==> src/design/fdsum_pkg.sv <==
// Package with the constants and types of the frame deframer.
`timescale 1ns / 1ps

package fdsum_pkg;

	localparam int MAX_CONTENT = 256;
	localparam int LEN_W       = $clog2(MAX_CONTENT + 1);
	localparam int BYTE_W      = 8;
	localparam int WORD_W      = 16;
	localparam int FLEN_W      = 9;

	localparam logic [BYTE_W-1:0] HEAD_MAGIC = 8'hFA;
	localparam logic [BYTE_W-1:0] END_MAGIC  = 8'hFC;
	localparam logic [BYTE_W-1:0] SHB_RESET  = 8'h5A;

	// APB register map: one register at byte address zero.
	localparam int PADDR_W = 1;
	localparam int PDATA_W = 32;
	localparam logic [PADDR_W-1:0] REG_SECOND_HEAD = 1'b0;

	typedef struct packed {
		logic              frame_done;
		logic              content_valid;
		logic [BYTE_W-1:0] content_index;
		logic [BYTE_W-1:0] content_byte;
		logic [WORD_W-1:0] frame_command;
		logic [FLEN_W-1:0] frame_length;
		logic [BYTE_W-1:0] flag_byte;
	} result_t;

endpackage

==> src/design/fdsum_if.sv <==
// Valid/ready channel interfaces for received bytes and parse results.
`timescale 1ns / 1ps

interface fdsum_in_if;
	logic                      valid;
	logic                      ready;
	logic [fdsum_pkg::BYTE_W-1:0] rx_byte;

	modport source (output valid, output rx_byte, input ready);
	modport sink (input valid, input rx_byte, output ready);
endinterface

interface fdsum_out_if;
	logic                          valid;
	logic                          ready;
	logic                          frame_done;
	logic                          content_valid;
	logic [fdsum_pkg::BYTE_W-1:0] content_index;
	logic [fdsum_pkg::BYTE_W-1:0] content_byte;
	logic [fdsum_pkg::WORD_W-1:0] frame_command;
	logic [fdsum_pkg::FLEN_W-1:0] frame_length;
	logic [fdsum_pkg::BYTE_W-1:0] flag_byte;

	modport source (output valid, output frame_done, output content_valid,
		output content_index, output content_byte, output frame_command,
		output frame_length, output flag_byte, input ready);
	modport sink (input valid, input frame_done, input content_valid,
		input content_index, input content_byte, input frame_command,
		input frame_length, input flag_byte, output ready);
endinterface

==> src/design/fdsum_cfg.sv <==
// APB register block holding the expected second head byte.
`timescale 1ns / 1ps

module fdsum_cfg (
	input  logic                            clk,
	input  logic                            arst_n,
	input  logic                            psel,
	input  logic                            penable,
	input  logic                            pwrite,
	input  logic [fdsum_pkg::PADDR_W-1:0]   paddr,
	input  logic [fdsum_pkg::PDATA_W-1:0]   pwdata,
	output logic [fdsum_pkg::PDATA_W-1:0]   prdata,
	output logic                            pready,
	output logic [fdsum_pkg::BYTE_W-1:0]    second_head_byte
);

	logic [fdsum_pkg::BYTE_W-1:0] shb_q;
	logic                         wr_en;

	assign pready = 1'b1;
	assign wr_en  = psel & penable & pwrite & pready;

	always_ff @(posedge clk or negedge arst_n) begin
		if (!arst_n) begin
			shb_q <= fdsum_pkg::SHB_RESET;
		end else if (wr_en && (paddr == fdsum_pkg::REG_SECOND_HEAD)) begin
			shb_q <= pwdata[fdsum_pkg::BYTE_W-1:0];
		end
	end

	always_comb begin
		prdata = '0;
		if (paddr == fdsum_pkg::REG_SECOND_HEAD) begin
			prdata = fdsum_pkg::PDATA_W'(shb_q);
		end
	end

	assign second_head_byte = shb_q;

endmodule

==> src/design/fdsum_parser.sv <==
// Frame parser: phase register, running checksum and per-byte result.
`timescale 1ns / 1ps

module fdsum_parser (
	input  logic                          clk,
	input  logic                          arst_n,
	input  logic [fdsum_pkg::BYTE_W-1:0]  second_head_byte,
	input  logic                          accept,
	input  logic [fdsum_pkg::BYTE_W-1:0]  rx_byte,
	output fdsum_pkg::result_t            result
);

	localparam logic [3:0] PH_HEAD1   = 4'd0;
	localparam logic [3:0] PH_HEAD2   = 4'd1;
	localparam logic [3:0] PH_LEN1    = 4'd2;
	localparam logic [3:0] PH_LEN2    = 4'd3;
	localparam logic [3:0] PH_CMD1    = 4'd4;
	localparam logic [3:0] PH_CMD2    = 4'd5;
	localparam logic [3:0] PH_CONTENT = 4'd6;
	localparam logic [3:0] PH_FLAG    = 4'd7;
	localparam logic [3:0] PH_CS1     = 4'd8;
	localparam logic [3:0] PH_CS2     = 4'd9;
	localparam logic [3:0] PH_END     = 4'd10;

	logic [3:0]                        phase_q, phase_d;
	logic [fdsum_pkg::LEN_W-1:0]       count_q, count_d, count_inc;
	logic [fdsum_pkg::BYTE_W-1:0]      len_lo_q, len_lo_d;
	logic [fdsum_pkg::LEN_W-1:0]       len_q, len_d;
	logic [fdsum_pkg::WORD_W-1:0]      cmd_q, cmd_d;
	logic [fdsum_pkg::BYTE_W-1:0]      flag_q, flag_d;
	logic [fdsum_pkg::BYTE_W-1:0]      cs_lo_q, cs_lo_d;
	logic [fdsum_pkg::WORD_W-1:0]      sum_q, sum_d;
	logic [fdsum_pkg::WORD_W-1:0]      sum_byte;
	logic [fdsum_pkg::WORD_W-1:0]      rx_word;

	assign sum_byte  = sum_q + fdsum_pkg::WORD_W'(rx_byte);
	assign count_inc = count_q + fdsum_pkg::LEN_W'(1);

	always_comb begin
		phase_d  = phase_q;
		count_d  = count_q;
		len_lo_d = len_lo_q;
		len_d    = len_q;
		cmd_d    = cmd_q;
		flag_d   = flag_q;
		cs_lo_d  = cs_lo_q;
		sum_d    = sum_q;
		rx_word  = '0;
		result   = '0;
		case (phase_q)
			PH_HEAD2: begin
				if (rx_byte == second_head_byte) begin
					sum_d   = fdsum_pkg::WORD_W'(fdsum_pkg::HEAD_MAGIC)
						+ fdsum_pkg::WORD_W'(rx_byte);
					phase_d = PH_LEN1;
				end else begin
					phase_d = PH_HEAD1;
				end
			end
			PH_LEN1: begin
				len_lo_d = rx_byte;
				sum_d    = sum_byte;
				phase_d  = PH_LEN2;
			end
			PH_LEN2: begin
				rx_word = {rx_byte, len_lo_q};
				sum_d   = sum_byte;
				if (rx_word > fdsum_pkg::WORD_W'(fdsum_pkg::MAX_CONTENT)) begin
					phase_d = PH_HEAD1;
				end else begin
					len_d   = fdsum_pkg::LEN_W'(rx_word);
					phase_d = PH_CMD1;
				end
			end
			PH_CMD1: begin
				cmd_d   = fdsum_pkg::WORD_W'(rx_byte);
				phase_d = PH_CMD2;
			end
			PH_CMD2: begin
				rx_word = {rx_byte, cmd_q[fdsum_pkg::BYTE_W-1:0]};
				cmd_d   = rx_word;
				sum_d   = sum_q + rx_word;
				count_d = '0;
				phase_d = (len_q != '0) ? PH_CONTENT : PH_FLAG;
			end
			PH_CONTENT: begin
				result.content_valid = 1'b1;
				result.content_index = fdsum_pkg::BYTE_W'(count_q);
				result.content_byte  = rx_byte;
				sum_d   = sum_byte;
				count_d = count_inc;
				if (count_inc >= len_q) begin
					phase_d = PH_FLAG;
				end
			end
			PH_FLAG: begin
				flag_d  = rx_byte;
				sum_d   = sum_byte;
				phase_d = PH_CS1;
			end
			PH_CS1: begin
				cs_lo_d = rx_byte;
				phase_d = PH_CS2;
			end
			PH_CS2: begin
				rx_word = {rx_byte, cs_lo_q};
				phase_d = (sum_q == rx_word) ? PH_END : PH_HEAD1;
			end
			PH_END: begin
				if (rx_byte == fdsum_pkg::END_MAGIC) begin
					result.frame_done    = 1'b1;
					result.frame_command = cmd_q;
					result.frame_length  = fdsum_pkg::FLEN_W'(len_q);
					result.flag_byte     = flag_q;
				end
				phase_d = PH_HEAD1;
			end
			default: begin
				phase_d = (rx_byte == fdsum_pkg::HEAD_MAGIC) ? PH_HEAD2 : PH_HEAD1;
			end
		endcase
	end

	always_ff @(posedge clk or negedge arst_n) begin
		if (!arst_n) begin
			phase_q  <= PH_HEAD1;
			count_q  <= '0;
			len_lo_q <= '0;
			len_q    <= '0;
			cmd_q    <= '0;
			flag_q   <= '0;
			cs_lo_q  <= '0;
			sum_q    <= '0;
		end else if (accept) begin
			phase_q  <= phase_d;
			count_q  <= count_d;
			len_lo_q <= len_lo_d;
			len_q    <= len_d;
			cmd_q    <= cmd_d;
			flag_q   <= flag_d;
			cs_lo_q  <= cs_lo_d;
			sum_q    <= sum_d;
		end
	end

endmodule

==> src/design/fdsum_out_buf.sv <==
// Two-entry output register with a skid stage between parser and receiver.
`timescale 1ns / 1ps

module fdsum_out_buf (
	input  logic                clk,
	input  logic                arst_n,
	input  logic                push_valid,
	output logic                push_ready,
	input  fdsum_pkg::result_t  push_data,
	output logic                pop_valid,
	input  logic                pop_ready,
	output fdsum_pkg::result_t  pop_data
);

	logic               out_valid_q;
	logic               skid_valid_q;
	fdsum_pkg::result_t out_q;
	fdsum_pkg::result_t skid_q;
	logic               push;
	logic               out_free;

	assign push_ready = ~skid_valid_q;
	assign push       = push_valid & push_ready;
	assign out_free   = ~out_valid_q | pop_ready;

	always_ff @(posedge clk or negedge arst_n) begin
		if (!arst_n) begin
			out_valid_q  <= 1'b0;
			skid_valid_q <= 1'b0;
		end else if (out_free) begin
			if (skid_valid_q) begin
				out_valid_q  <= 1'b1;
				skid_valid_q <= 1'b0;
			end else begin
				out_valid_q <= push;
			end
		end else if (push) begin
			skid_valid_q <= 1'b1;
		end
	end

	always_ff @(posedge clk) begin
		if (out_free) begin
			if (skid_valid_q) begin
				out_q <= skid_q;
			end else if (push) begin
				out_q <= push_data;
			end
		end else if (push) begin
			skid_q <= push_data;
		end
	end

	assign pop_valid = out_valid_q;
	assign pop_data  = out_q;

endmodule

==> src/design/frame_deframer_with_sum16_unit.sv <==
// Top level of the frame deframer with a 16-bit additive checksum.
`timescale 1ns / 1ps

// Usage:
// Received bytes come in one transaction at a time on the rx channel. Every
// accepted byte yields exactly one transaction on the res channel: content
// bytes carry content_valid with their index, the end byte of a good frame
// carries frame_done with the command, length and flag byte, and every other
// byte gives an all-zero result. A receiver keeps content only once it sees
// frame_done; a bad checksum or end byte simply never produces it.
// Throughput is one byte per cycle while rx.ready is high, set by the single
// parser register stage with its phase update and one 16-bit add. When the
// receiver stalls, the output register holds its result and one more byte
// is taken into the skid stage; rx.ready falls only when both are full and
// rises again the cycle after the receiver takes a result. The expected
// second head byte is written over the APB port at address 0 while the block
// is idle, as the user must ensure; the block does not enforce it. Reset
// sets it to 0x5A, puts the parser back to hunting for the first head byte
// and empties the output stages.

module frame_deframer_with_sum16_unit (
	input  logic                           clk,
	input  logic                           arst_n,
	fdsum_in_if.sink                       rx,
	fdsum_out_if.source                    res,
	input  logic                           psel,
	input  logic                           penable,
	input  logic                           pwrite,
	input  logic [fdsum_pkg::PADDR_W-1:0]  paddr,
	input  logic [fdsum_pkg::PDATA_W-1:0]  pwdata,
	output logic [fdsum_pkg::PDATA_W-1:0]  prdata,
	output logic                           pready
);

	logic [fdsum_pkg::BYTE_W-1:0] second_head_byte;
	logic                         rx_ready;
	logic                         rx_accept;
	fdsum_pkg::result_t           parse_result;
	fdsum_pkg::result_t           res_data;

	// Register block for the configurable second head byte.
	fdsum_cfg u_cfg (
		.clk              (clk),
		.arst_n           (arst_n),
		.psel             (psel),
		.penable          (penable),
		.pwrite           (pwrite),
		.paddr            (paddr),
		.pwdata           (pwdata),
		.prdata           (prdata),
		.pready           (pready),
		.second_head_byte (second_head_byte)
	);

	// A byte is taken whenever the output stages have room; the parser
	// advances its state on that same edge.
	assign rx.ready  = rx_ready;
	assign rx_accept = rx.valid & rx_ready;

	fdsum_parser u_parser (
		.clk              (clk),
		.arst_n           (arst_n),
		.second_head_byte (second_head_byte),
		.accept           (rx_accept),
		.rx_byte          (rx.rx_byte),
		.result           (parse_result)
	);

	// The result of each accepted byte is registered here and held while
	// the receiver stalls.
	fdsum_out_buf u_out_buf (
		.clk        (clk),
		.arst_n     (arst_n),
		.push_valid (rx.valid),
		.push_ready (rx_ready),
		.push_data  (parse_result),
		.pop_valid  (res.valid),
		.pop_ready  (res.ready),
		.pop_data   (res_data)
	);

	assign res.frame_done    = res_data.frame_done;
	assign res.content_valid = res_data.content_valid;
	assign res.content_index = res_data.content_index;
	assign res.content_byte  = res_data.content_byte;
	assign res.frame_command = res_data.frame_command;
	assign res.frame_length  = res_data.frame_length;
	assign res.flag_byte     = res_data.flag_byte;

endmodule

==> src/flat_wrapper.sv <==
// flat-port wrapper written by rule: the top's interface ports become plain ports
module frame_deframer_with_sum16_unit_flat 
  (clk, arst_n, psel, penable, pwrite, paddr, pwdata, prdata, pready, rx_valid, rx_rx_byte, rx_ready, res_valid, res_frame_done, res_content_valid, res_content_index, res_content_byte, res_frame_command, res_frame_length, res_flag_byte, res_ready);
  fdsum_in_if rx_i ();
  fdsum_out_if res_i ();
  input  logic clk;
  input  logic arst_n;
  input  logic psel;
  input  logic penable;
  input  logic pwrite;
  input  logic [fdsum_pkg::PADDR_W-1:0] paddr;
  input  logic [fdsum_pkg::PDATA_W-1:0] pwdata;
  output logic [fdsum_pkg::PDATA_W-1:0] prdata;
  output logic pready;
  input wire logic [$bits(rx_i.valid)-1:0] rx_valid;
  input wire logic [$bits(rx_i.rx_byte)-1:0] rx_rx_byte;
  output wire logic [$bits(rx_i.ready)-1:0] rx_ready;
  output wire logic [$bits(res_i.valid)-1:0] res_valid;
  output wire logic [$bits(res_i.frame_done)-1:0] res_frame_done;
  output wire logic [$bits(res_i.content_valid)-1:0] res_content_valid;
  output wire logic [$bits(res_i.content_index)-1:0] res_content_index;
  output wire logic [$bits(res_i.content_byte)-1:0] res_content_byte;
  output wire logic [$bits(res_i.frame_command)-1:0] res_frame_command;
  output wire logic [$bits(res_i.frame_length)-1:0] res_frame_length;
  output wire logic [$bits(res_i.flag_byte)-1:0] res_flag_byte;
  input wire logic [$bits(res_i.ready)-1:0] res_ready;
  assign rx_i.valid = rx_valid;
  assign rx_i.rx_byte = rx_rx_byte;
  assign rx_ready = rx_i.ready;
  assign res_valid = res_i.valid;
  assign res_frame_done = res_i.frame_done;
  assign res_content_valid = res_i.content_valid;
  assign res_content_index = res_i.content_index;
  assign res_content_byte = res_i.content_byte;
  assign res_frame_command = res_i.frame_command;
  assign res_frame_length = res_i.frame_length;
  assign res_flag_byte = res_i.flag_byte;
  assign res_i.ready = res_ready;
  frame_deframer_with_sum16_unit u_core (.clk(clk), .arst_n(arst_n), .rx(rx_i), .res(res_i), .psel(psel), .penable(penable), .pwrite(pwrite), .paddr(paddr), .pwdata(pwdata), .prdata(prdata), .pready(pready));
endmodule
==> config.mk <==
export PLATFORM = sky130hd
export DESIGN_NAME = frame_deframer_with_sum16_unit_flat
export DESIGN_NICKNAME = d
export VERILOG_FILES = /design/src/design/fdsum_pkg.sv /design/src/design/fdsum_if.sv /design/src/design/fdsum_cfg.sv /design/src/design/fdsum_parser.sv /design/src/design/fdsum_out_buf.sv /design/src/design/frame_deframer_with_sum16_unit.sv /design/src/flat_wrapper.sv
export SDC_FILE = /design/constraint.sdc
export NUM_CORES = 1
export LEC_CHECK = 0
export ABC_AREA = 0
export BUFFER_PORTS_ARGS = -buffer_cell sky130_fd_sc_hd__buf_4
export CORE_UTILIZATION = 45
export DETAILED_ROUTE_END_ITERATION = 16
export PLACE_DENSITY_LB_ADDON = 0.2
export SLEW_MARGIN = 40
export SYNTH_ARGS = -nofsm -noshare
export SYNTH_HDL_FRONTEND = slang
export SYNTH_SLANG_ARGS = --single-unit
==> constraint.sdc <==
create_clock -name clk -period 4.75 [get_ports clk]
set_input_delay 0.475 -clock clk [delete_from_list [all_inputs] [get_ports clk]]
set_output_delay 0.475 -clock clk [all_outputs]
set_load 0.005 [all_outputs]
; Yosys cells after proc, flatten, opt, wreduce, memory -nomap -nowiden
; Index checks and enable logic that the tools add are counted.
[word_totals]
ff_bits = 190
input_bits = 48
output_inout_bits = 86
wordCells = 99
[op_classes]
addsub = 4
n_lt_le_gt_ge = 2
n_eq_ne = 16
muxes = 22
bitwise_logic = 10
reduce_logical = 19
[op_table]
columns = op, count
row1 = 2-to-1 mux 51 bit, 2
row2 = 2-to-1 mux 33 bit, 2
row3 = case mux 16 bit (3 select lines), 1
row4 = case mux 4 bit (10 select lines), 1
row5 = case mux 16 bit (2 select lines), 1
row6 = case mux 9 bit (2 select lines), 1
row7 = 2-to-1 mux 17 bit, 1
row8 = adder 16 bit, 1
row9 = adder 16 x 8 -> 16 bit, 1
row10 = == test 16 bit, 1
row11 = == test 4 x 3 -> 1 bit (second input constant), 4
row12 = == test 8 bit (second input constant), 2
row13 = > comparator 16 x 9 -> 1 bit (second input constant), 1
row14 = 2-to-1 mux 16 bit, 1
row15 = AND reduction 2 bit, 8
row16 = == test 4 bit (second input constant), 3
row17 = adder 8 x 8 -> 9 bit (first input constant), 1
row18 = adder 9 x 1 -> 9 bit (second input constant), 1
row19 = greater-or-equal comparator 9 bit, 1
row20 = AND reduction 3 bit, 3
row21 = nonzero test 9 bit, 1
row22 = == test 4 x 2 -> 1 bit (second input constant), 2
row23 = == test 8 bit, 1
row24 = 2-to-1 mux 4 bit, 2
row25 = 13 further kinds, 30

; Depth between registers and ports, before layout
[depth]
ltp_word = 5
mapped_depth = 12

; Cells and area by module
; A second synthesis with hierarchy kept.
[unflattened]
cells_unflattened = 797
area_unflattened_um2 = 9854.5
[by_module_without_submodules]
columns = module, n_inst, cells_per_inst, area_each_um2
row1 = fdsum_parser, 1, 576, 5250.0
row2 = fdsum_out_buf, 1, 168, 4013.8
row3 = fdsum_cfg, 1, 52, 584.3
row4 = frame_deframer_with_sum16_unit, 1, 1, 6.3

; Worst setup path before layout
; No wires, ideal clock.
[synth_timing]
kind = register to register
from = reg u_core.u_out_buf.skid_valid_q
to = reg u_core.u_out_buf.skid_q[0] (netlist name) (enable)
t_arrival_ps = 2955
slack_ps = 1335
stages_incl_launch_ff = 6
n_path_buf = 2
period_less_slack_ps = 3415
cell_sequence = dfrtp_1 > buf_2 > inv_2 > nand2_1 > buf_2 > nor2_1
[synth_between]
elab_chain_cells = 3
[synth_rtl]
columns = item, line
row1 = start: declaration, fdsum_out_buf.sv:16  ; logic skid_valid_q;
row2 = start signal: assignment, fdsum_out_buf.sv:29  ; skid_valid_q <= 1'b0;
row3 = start signal: assignment, fdsum_out_buf.sv:33  ; skid_valid_q <= 1'b0;
row4 = start signal: assignment, fdsum_out_buf.sv:38  ; skid_valid_q <= 1'b1;
row5 = NOT 1 bit, fdsum_out_buf.sv:22  ; assign push_ready = ~skid_valid_q;
row6 = bitwise AND 1 bit, fdsum_out_buf.sv:23  ; assign push = push_valid & push_ready;
row7 = AND reduction 2 bit (no line), --
row8 = end signal: assignment, fdsum_out_buf.sv:50  ; skid_q <= push_data;
row9 = end: declaration, fdsum_out_buf.sv:18  ; fdsum_pkg::result_t skid_q;
; Every way passes these cells.
; A chain may end at the register's enable or synchronous reset.

; Final worst setup path
[layout_timing]
from = reg u_core.u_parser.phase_q[3]
to = reg u_core.u_parser.sum_q[12] (netlist name)
[layout_between]
elab_chain_cells = 4
[layout_rtl]
columns = item, line
row1 = start: declaration, fdsum_parser.sv:25  ; logic [3:0] phase_q, phase_d;
row2 = start signal: assignment, fdsum_parser.sv:135  ; phase_q <= phase_d;
row3 = == test 4 x 3 -> 1 bit or == test 4 x 2 -> 1 bit (tied branches), fdsum_parser.sv:50  ; case (phase_q)
row4 = OR reduction 4 bit (no line), --
row5 = nonzero test 3 bit (no line), --
row6 = AND reduction 3 bit (no line), --
row7 = end signal: assignment, fdsum_parser.sv:142  ; sum_q <= sum_d;
row8 = end: declaration, fdsum_parser.sv:32  ; logic [fdsum_pkg::WORD_W-1:0] sum_q, sum_d;
; Several ways; a longest one is shown, not always the timed one.

==> flow_metrics.env <==
export IMPL_worst_slack_ps=1121
export IMPL_reg2reg_slack_ps=1120
export IMPL_placementRows=53
export IMPL_clock_path_buffers=2
export IMPL_post_cts_resize_count=0
export IMPL_nFillCells=1894
export IMPL_cp_top_family="compound AO/OA/AOI/OAI gates"
export IMPL_finalSetupTns_ps=0
export IMPL_post_cts_setup_buffers=0
export IMPL_route_vias_total=6038
export IMPL_synthArstFlopShare_pct=46.32
export IMPL_maxSlewViolCount=0
export IMPL_crit_slowest_cell="dfrtp_1"
export IMPL_synth_xor_area_share_pct=4.167
export IMPL_critPathLaunchType="flip-flop"
export IMPL_relSlewSlack_pct=49.45
export IMPL_arrival_ps=3950
export IMPL_leakage_nw=4.730
export IMPL_period_share_pct=76.39
export IMPL_holdWs_ps=7.489
export IMPL_numCtsBuffers=17
export IMPL_fin_util_pct=52.38
export IMPL_synth_mux_area_fraction_pct=11.67
export IMPL_status="completed"
export IMPL_rsz0062_at_grt="false"
export IMPL_cp_cell_sequence="nand2b_1 > mux2_2 > ha_1 > fa_1 > a21oi_1 > o211ai_1 > a31oi_1 > o22ai_1 > or3_1 > a32o_1"
export IMPL_clockRootBuffer="clkbuf_16"
export IMPL_synth_flop_cell="edfxtp_1"
export IMPL_setup_violations_final=0
export IMPL_grt_pass1_vias=5888
export IMPL_maxCapViolations=0
export IMPL_hold_class="primary input to async pin"
export IMPL_r2r_start="u_core.u_parser.phase_q[3]$_DFFE_PN0P_"
export IMPL_placed_area_um2=10400
export IMPL_setup_worst_path_end_class="flip-flop"
export IMPL_avgViaCountPerCell=5.278
export IMPL_syn_inst=791
export IMPL_synth_fa_ha_area_share_pct=3.701
export IMPL_numPortBuffers=84
export IMPL_cts_tree="done"
export IMPL_fmax_mhz=275.6
export IMPL_place_congestion=0.8437
export IMPL_initial_core_util_pct=46.00
export IMPL_antenna_found_initial=0
export IMPL_die_h_um=148.6
export IMPL_wl_per_cell_um=17.07
export IMPL_drt_iter0_drc=296
export IMPL_synth_edf_count=102
export IMPL_clock_skew_ps=10.10
export IMPL_n_antenna_cell=0
export IMPL_synth_top_family_by_area="simple AND/OR/NAND/NOR gates"
export IMPL_clock_sinks=190
export IMPL_area_growth_pct=13.88
export IMPL_ys_seq_elements=190
export IMPL_pre_cts_slack_ps=1181
export IMPL_drtPass1Iterations=4
export IMPL_clk_pin_slew_ps=70
export IMPL_cts_hold_buf=0
export IMPL_fin_cells=1144
export IMPL_total_power_mw=4.759
export IMPL_grt_max_degree=59
export IMPL_grt_overflow_total=0
export IMPL_p_per_area_nw_per_um2=432.2
export IMPL_io_pins=134
export IMPL_gr_usage_all_layers_pct=18.51
export IMPL_clk_latency_ps=430
export IMPL_core_area_um2=21020
export IMPL_antenna_left=0
export IMPL_wl_um=19530
export IMPL_h_tree_depth=4
export IMPL_dp_hpwl_um=12920
export IMPL_timing_rr_end="u_core.u_parser.sum_q[12]$_DFFE_PN0P_"
export IMPL_min_period_ps=3629
export IMPL_tightest_slew_ps=755.8
export IMPL_finalNetCount=932
export IMPL_synth_distinct_cells=66
export IMPL_grt_pass1_wl_um=31290
export IMPL_path_buf_inv=0
export IMPL_die_w_um=148.6
export IMPL_syn_area_um2=9669
export IMPL_yosysSeqAreaShare_pct=54.50
export IMPL_drc=0
export IMPL_fin_area_um2=11010
export IMPL_dieArea_um2=22080
export IMPL_synth_compound_area_share_pct=8.527
export IMPL_crit_type="flip-flop to flip-flop"
export IMPL_ff2ff_path_depth=10
export IMPL_cpPeakStageDelay_ps=570
export IMPL_yosys_area_share_simple_pct=12.58
export IMPL_drive_gt1_share_pct=29.46
export IMPL_cp_required_ps=5070
export IMPL_cp_max_fo=13
export IMPL_dp_cells=1112
export IMPL_syn_avg_cell_area_um2=12.22
export IMPL_hold_viol_final=0
export IMPL_ir_drop_mv=0.2432
export IMPL_yosysWarnings=0
==> final cells by class <==
type	count	area (um2)	area share [%]
Inverter	15	56.30	0.5113
Tap cell	275	344.1	3.125
Multi-Input combinational cell	541	4058	36.85
Sequential cell	190	5270	47.86
Timing Repair Buffer	91	686.9	6.238
Clock buffer	17	425.4	3.863
Clock inverter	15	171.4	1.557
==> how the worst max path moves through the flow <==
stage	start	end	slack, ps	depth (start not counted)
after global placement	u_core.u_parser.phase_q[3]$_DFFE_PN0P_	u_core.u_parser.sum_q[12]$_DFFE_PN0P_	1200	10
after detailed placement	u_core.u_parser.phase_q[3]$_DFFE_PN0P_	u_core.u_parser.sum_q[12]$_DFFE_PN0P_	1180	10
final	u_core.u_parser.phase_q[3]$_DFFE_PN0P_	u_core.u_parser.sum_q[12]$_DFFE_PN0P_	1120	10
after CTS	u_core.u_parser.phase_q[3]$_DFFE_PN0P_	u_core.u_parser.sum_q[12]$_DFFE_PN0P_	1160	10
after global routing	u_core.u_parser.phase_q[3]$_DFFE_PN0P_	u_core.u_parser.sum_q[12]$_DFFE_PN0P_	950	10
after floorplan	u_core.u_out_buf.skid_valid_q$_DFFE_PN0P_	u_core.u_out_buf.skid_q[0]$_DFFE_PP_	1330	5
==> cell usage after synthesis, types with 10 or more instances <==
| cell type | instances | share of area, % |
|---|---|---|
| a21oi_1 | 29 | 1.5 |
| a32o_1 | 10 | 1.0 |
| and2_1 | 45 | 2.9 |
| and2_4 | 10 | 0.91 |
| buf_2 | 14 | 0.72 |
| buf_4 | 25 | 1.9 |
| clkbuf_1 | 23 | 0.89 |
| dfrtp_1 | 84 | 22 |
| edfxtp_1 | 102 | 32 |
| ha_1 | 27 | 3.5 |
| inv_1 | 14 | 0.54 |
| mux2_2 | 97 | 11 |
| nand2_1 | 56 | 2.2 |
| nand3_1 | 15 | 0.78 |
| nor2_1 | 26 | 1.0 |
| nor2b_1 | 14 | 0.91 |
| nor3_1 | 11 | 0.57 |
| o21ai_0 | 29 | 1.5 |
| xnor2_1 | 27 | 2.4 |
| xor2_1 | 19 | 1.7 |
==> kinds of logic after synthesis <==
kind of cell / Yosys count
XOR/XNOR: 46
adder cells (fa/ha/maj): 28
other: 2
flip-flops: 190
AO/OA/AOI/OAI: 121
AND/OR/NAND/NOR: 221
multiplexers: 100
buffers and inverters: 83
==> report_power, final <==
group	switching [mW]	total, mW	internal (mW)
sequential	0.172	2.11	1.93
combinational	0.662	1.22	0.556
clock	0.683	1.43	0.752
total	1.52	4.76	3.24
==> layer usage <==
metal,track usage (%),vias up,routed length (um)
met5,0,-,0
met4,5.206,0,174
met3,2.577,15,575
met2,31.57,107,9823
met1,24.55,2982,8955
li1,-,2934,-
==> layout by cell type (no fill, tap or decap), types with 4 or more instances in the layout <==
master and instances:
conb_1 25, a211oi_1 6, and2_1 45, nand2_1 56
a21oi_1 29, o211ai_1 5, dfstp_2 4, nor2b_1 13
and3_1 4, nor3_1 10, nand4_1 8, mux2_2 97
xor2_1 19, nor2_1 23, nand2b_1 9, nor4_1 5
o31ai_1 5, inv_8 5, dfrtp_1 84, ha_1 27
a32o_1 10, clkbuf_16 17, o21ai_0 29, a21o_1 8
edfxtp_1 102, and2_4 10, xnor2_1 27, buf_4 90
inv_1 14, nand3_1 15, nor2_4 4
==> worst reg2reg max path, cell delays in order (launching register included) <==
cell and delay, ps:
dfrtp_1 570, nand2b_1 440, mux2_2 390, ha_1 230
fa_1 420, a21oi_1 230, o211ai_1 200, a31oi_1 330
o22ai_1 140, or3_1 320, a32o_1 260
==> sequential cells by signal (all words and copies together) (netlist names) <==
signal / flops
u_core.u_cfg.second_head_byte: 8
u_core.u_out_buf.pop_data: 51
u_core.u_out_buf.pop_valid: 1
u_core.u_out_buf.skid_q: 51
u_core.u_out_buf.skid_valid_q: 1
u_core.u_parser.cmd_q: 16
u_core.u_parser.count_q: 9
u_core.u_parser.cs_lo_q: 8
u_core.u_parser.flag_q: 8
u_core.u_parser.len_lo_q: 8
u_core.u_parser.len_q: 9
u_core.u_parser.phase_q: 4
u_core.u_parser.sum_q: 16
Note: power is estimated with default switching activity, not from simulation.
